## src/sv/qiw_mul.sv

```systemverilog
module qiw_mul #(
   parameter int AW = 32,
   parameter int BW = 32
) (
   input  logic          clock,
   input  logic          en,
   input  logic [AW-1:0] a,
   input  logic [BW-1:0] b,
   output logic [AW+BW-1:0] p
);
   localparam int NA  = (AW + 31) / 32;
   localparam int NB  = (BW + 31) / 32;
   localparam int AXW = 32 * NA;
   localparam int BXW = 32 * NB;
   localparam int PW  = 32 * (NA + NB);

   logic [AXW-1:0]   a_ext;
   logic [BXW-1:0]   b_ext;
   logic [63:0]      pp_ff [NA*NB];
   logic [PW-1:0]    sum_in;
   logic [AW+BW-1:0] p_ff;

   assign a_ext = AXW'(a);
   assign b_ext = BXW'(b);

   // 32x32 partial products first, then one summing stage
   always_ff @(posedge clock) begin
      if (en) begin
         for (int i = 0; i < NA; i++) begin
            for (int j = 0; j < NB; j++) begin
               pp_ff[i*NB+j] <= 64'(a_ext[32*i +: 32]) * 64'(b_ext[32*j +: 32]);
            end
         end
      end
   end

   always_comb begin
      sum_in = '0;
      for (int i = 0; i < NA; i++) begin
         for (int j = 0; j < NB; j++) begin
            sum_in = sum_in + (PW'(pp_ff[i*NB+j]) << (32 * (i + j)));
         end
      end
   end

   always_ff @(posedge clock) begin
      if (en) begin
         p_ff <= sum_in[AW+BW-1:0];
      end
   end

   assign p = p_ff;

endmodule

```

## config.mk

```make
export PLATFORM = sky130hd
export DESIGN_NAME = qiw_mul
export DESIGN_NICKNAME = d
export VERILOG_FILES = /design/src/sv/qiw_mul.sv
export SDC_FILE = /design/constraint.sdc
export NUM_CORES = 2
export LEC_CHECK = 0
export BUFFER_PORTS_ARGS = -buffer_cell sky130_fd_sc_hd__buf_2
export CAP_MARGIN = 40
export CORE_MARGIN = 8
export CORE_UTILIZATION = 28
export DETAILED_ROUTE_END_ITERATION = 6
export RECOVER_POWER = 50
export SYNTH_ARGS = -nofsm -noshare
export SYNTH_HDL_FRONTEND = slang
export SYNTH_SLANG_ARGS = --single-unit
```

## constraint.sdc

```tcl
create_clock -name clock -period 12.2 [get_ports clock]
set_input_delay 3.66 -clock clock [delete_from_list [all_inputs] [get_ports clock]]
set_output_delay 3.66 -clock clock [all_outputs]
set_load 0.005 [all_outputs]
```

==> impl_results.html <==
<table>
<tr><th>Metric</th><th>Value</th></tr>
<tr><th colspan="2">Outcome</th></tr>
<tr><td>Run status</td><td>complete, but fails checks</td></tr>
<tr><td>Failing checks</td><td>capacitance limit, slew limit</td></tr>
<tr><th colspan="2">Yosys</th></tr>
<tr><td>Synth async-reset ratio</td><td>0%</td></tr>
<tr><td>Mapped cell area</td><td>0.03710 mm2</td></tr>
<tr><td>Leading register cell type out of synthesis</td><td>edfxtp_1</td></tr>
<tr><td>Post-synth top area cell</td><td>fa_1</td></tr>
<tr><td>Number of synthesized register bits</td><td>128</td></tr>
<tr><td>Average cell area after synthesis</td><td>9.786 um2</td></tr>
<tr><td>Warnings, synthesis</td><td>0</td></tr>
<tr><td>Number of enable-type register cells in the synthesized netlist</td><td>128</td></tr>
<tr><td>Fraction of the yosys area taken by sequential cells</td><td>10.36%</td></tr>
<tr><td>Proportion of netlist area held by the largest area contributor</td><td>48.35%</td></tr>
<tr><td>Syn Inst Count</td><td>3791</td></tr>
<tr><td>Library cells used by synthesis</td><td>71</td></tr>
<tr><td>Synthesized net count</td><td>5016</td></tr>
<tr><td>Largest cells by area after synthesis</td><td>fa_1 48%, edfxtp_1 10%, and2_1 10%, ha_1 8.9%, inv_1 8.7%</td></tr>
<tr><th colspan="2">Hold path</th></tr>
<tr><td>Hold_sp</td><td>pp_ff[0][3]</td></tr>
<tr><td>Number of cells on the worst hold path</td><td>0</td></tr>
<tr><td>Worst hold path class</td><td>flip-flop to flip-flop</td></tr>
<tr><td>Hold Path End</td><td>p[3]</td></tr>
<tr><th colspan="2">Global route</th></tr>
<tr><td>Pin count of the biggest net entering global routing</td><td>66</td></tr>
<tr><td>Via count of the first global-routing pass</td><td>27750</td></tr>
<tr><td>Global-route total usage across every layer</td><td>13.94%</td></tr>
<tr><td>First-pass GRT wire length</td><td>159700 um</td></tr>
<tr><td>Remaining global-route overflow</td><td>0</td></tr>
<tr><td>Antenna violations before repair</td><td>13</td></tr>
<tr><th colspan="2">Clocking</th></tr>
<tr><td>H-tree depth</td><td>4</td></tr>
<tr><td>Setup Buffers After CTS</td><td>0</td></tr>
<tr><td>Total clock buffers created by CTS</td><td>25</td></tr>
<tr><td>Root buffer selected by CTS</td><td>clkbuf_16</td></tr>
<tr><td>Count of instances resized after the clock tree is built</td><td>0</td></tr>
<tr><td>Clock Latency Late Sink</td><td>0.47 ns</td></tr>
<tr><td>Clock Pin Slew Worst Setup and Hold Paths</td><td>0.06 ns</td></tr>
<tr><td>TritonCTS clock tree</td><td>built</td></tr>
<tr><td>Hold bufs inserted after CTS</td><td>0</td></tr>
<tr><td>CTS sink cnt</td><td>128</td></tr>
<tr><td>Maximum number of buffers from clock root to sink</td><td>3</td></tr>
<tr><th colspan="2">Timing</th></tr>
<tr><td>Highest achievable clock rate</td><td>0.08607 GHz</td></tr>
<tr><td>Fin Hold WS</td><td>0.4071 ns</td></tr>
<tr><td>Final critical path time including I/O delays and setup</td><td>11.62 ns</td></tr>
<tr><td>Period Utilization, post-route</td><td>95.24%</td></tr>
<tr><td>Worst setup margin</td><td>0.5811 ns</td></tr>
<tr><td>Clock tree skew after final layout</td><td>0.01461 ns</td></tr>
<tr><td>RSZ-0062 raised after global routing</td><td>no</td></tr>
<tr><td>Final hold violation count</td><td>0</td></tr>
<tr><td>Slew of the pin with the lowest slew margin</td><td>3.470 ns</td></tr>
<tr><td>Max_slew headroom</td><td>-131.3%</td></tr>
<tr><td>Final slew viol count</td><td>66</td></tr>
<tr><td>Total negative slack</td><td>0 ns</td></tr>
<tr><td>Final count of negative-setup-slack endpoints</td><td>0</td></tr>
<tr><th colspan="2">Cells and area</th></tr>
<tr><td>Commonest non-fill, non-tap cell in the layout</td><td>fa_1</td></tr>
<tr><td>Relative area change from synthesis to final layout</td><td>8.624%</td></tr>
<tr><td>Layout Utilization</td><td>30.65%</td></tr>
<tr><td>Fill cell instance count of the final layout</td><td>13770</td></tr>
<tr><td>Final #Nets</td><td>5041</td></tr>
<tr><td>Fraction of final layout cells sized beyond drive strength 1</td><td>5.941%</td></tr>
<tr><td>Leading cell types in the layout, fill and taps excluded</td><td>896 x fa_1, 861 x inv_1, 599 x and2_1, 473 x nand2_1, 263 x ha_1</td></tr>
<tr><th colspan="2">Setup path</th></tr>
<tr><td>Crit path launch type</td><td>input port</td></tr>
<tr><td>Cell family with most CP delay</td><td>adder cells</td></tr>
<tr><td>Critical-path cell with the highest stage delay</td><td>clkbuf_1</td></tr>
<tr><td>Worst R2R End</td><td>p[23]</td></tr>
<tr><td>Data arrival time of the critical path</td><td>11.82 ns</td></tr>
<tr><td>Most common cell on crit path</td><td>fa_1</td></tr>
<tr><td>Count of cells along the worst register-to-register path</td><td>0</td></tr>
<tr><td>Top fanout value on the critical path</td><td>19</td></tr>
<tr><td>Critical path cell sequence</td><td>clkbuf_1 &gt; nand2_1 &gt; fa_1 &gt; fa_1 &gt; inv_1 &gt; fa_1 &gt; fa_1 &gt; fa_1 &gt; fa_1 &gt; fa_1 &gt; fa_1 &gt; ha_1 &gt; and3_1 &gt; and3_2 &gt; and2_4 &gt; a2111o_1 &gt; a32oi_1 &gt; buf_4 &gt; a31oi_1 &gt; a221o_1 &gt; a221oi_1 &gt; o21ai_1 &gt; xor2_1</td></tr>
<tr><td>Buffer and inverter count on the worst path</td><td>3</td></tr>
<tr><td>Start of the worst register-to-register path</td><td>pp_ff[0][23]</td></tr>
<tr><td>Category of the most critical setup path</td><td>input port to flip-flop</td></tr>
<tr><td>Worst EP required</td><td>12.40 ns</td></tr>
<tr><td>Type of element capturing the critical path</td><td>flip-flop</td></tr>
<tr><td>Delay of the slowest cell on the worst path</td><td>0.92 ns</td></tr>
<tr><td>Critical path launch point</td><td>a[0]</td></tr>
<tr><td>Worst R2R Setup Slack</td><td>11.47 ns</td></tr>
<tr><th colspan="2">Route</th></tr>
<tr><td>Overall via count from detail_route</td><td>25240</td></tr>
<tr><td>Wire length per cell after detailed routing</td><td>17.90 um</td></tr>
<tr><td>Number of routed nets with antenna violations</td><td>0</td></tr>
<tr><td>Detailed router's first-iteration violation count</td><td>1499</td></tr>
<tr><td>Final routed wirelength across all metal layers</td><td>99890 um</td></tr>
<tr><td>Number of iterations in the first detailed-routing pass</td><td>6</td></tr>
<tr><td>Avg Vias per Cell</td><td>4.522</td></tr>
<tr><td>Post-detailed-route DRC marker count</td><td>0</td></tr>
<tr><th colspan="2">Floorplan</th></tr>
<tr><td>Horizontal extent of the die</td><td>380 um</td></tr>
<tr><td>Cell row count</td><td>133</td></tr>
<tr><td>Effective utilization at floorplan</td><td>28.22%</td></tr>
<tr><td>Placeable core region</td><td>0.1315 mm2</td></tr>
<tr><td>Height of the die</td><td>380 um</td></tr>
<tr><td>Area of the die</td><td>0.1444 mm2</td></tr>
<tr><td>Total I/O pin count</td><td>130</td></tr>
<tr><th colspan="2">Placement</th></tr>
<tr><td>Pre-CTS setup slack</td><td>0.1980 ns</td></tr>
<tr><td>Count of input and output buffers</td><td>129</td></tr>
<tr><td>HPWL after DPL</td><td>84610 um</td></tr>
<tr><td>GP Congestion</td><td>0.8331</td></tr>
<tr><th colspan="2">Run</th></tr>
<tr><td># Max-Cap Violations</td><td>1</td></tr>
</table>
## Yosys cell counts, drive strengths merged (2+ instances only)
master,n
a21oi,66
nand2b,3
and3,9
nand3,11
ha,263
o31ai,3
o41ai,2
a21o,34
o21ai,40
buf,5
and2,601
o21bai,9
fa,896
xor2,27
nor2,31
nand2,473
a211oi,5
a41oi,2
xnor2,35
edfxtp,128
o21a,5
a31oi,16
a211o,3
nor2b,3
nor3,7
clkbuf,207
a221oi,2
nand4,18
inv,861
## cells by family (layout without fill, tap and decap cells)
group / count (synthesis) / in the layout / share of synthesized area (%)
buffers and inverters: 1075 / 1105 / 11.11
adder cells (fa/ha/maj): 1159 / 1159 / 57.22
AO/OA/AOI/OAI: 202 / 202 / 3.582
AND/OR/NAND/NOR: 1164 / 1164 / 16.24
multiplexers: 1 / 1 / 0.02698
XOR/XNOR: 62 / 62 / 1.464
other: 0 / 4 / 0
flip-flops: 128 / 128 / 10.36
## registers in the layout, indices dropped and copies added (netlist names)
signal  count
p          64
pp_ff      64
## how the worst max path moves through the flow
stage              endpoint  cells after the start  slack [ns]
2_1_floorplan  pp_ff[0][60]                     26        1.22
3_3_place_gp   pp_ff[0][60]                     27        0.21
3_5_place_dp   pp_ff[0][60]                     27        0.20
4_1_cts        pp_ff[0][60]                     27        0.68
5_1_grt        pp_ff[0][60]                     25        0.22
6_report       pp_ff[0][60]                     23        0.58
## per-layer routing
| layer | vias to the layer above | GRT usage [%] | wire [um] |
|---|---|---|---|
| met5 | - | 0 | 57 |
| met4 | 8 | 2.774 | 2291 |
| met3 | 140 | 2.001 | 4673 |
| met2 | 612 | 25.66 | 52840 |
| met1 | 13330 | 17.32 | 40030 |
| li1 | 11140 | - | - |
## per-stage QoR
stage	instances	area, um2
final	5580	40300
after global routing	5576	40290
after CTS	5576	40340
after detailed placement	5544	39680
after global placement	5544	39680
after floorplan	3791	37100
## area by class of cell
type                            count  area, um2  share of cell area, %
Clock inverter                      5      26.28                0.06520
Timing Repair Buffer              212       1225                  3.040
Inverter                          861       3232                  8.020
Tap cell                         1755       2196                  5.449
Sequential cell                   128       3844                  9.538
Antenna cell                        4      10.01                0.02484
Clock buffer                       27      633.1                  1.571
Multi-Input combinational cell   2588      29130                  72.29
Power is not shown: default switching activity piles up to over one toggle a cycle in this logic, so the estimate is an artifact.
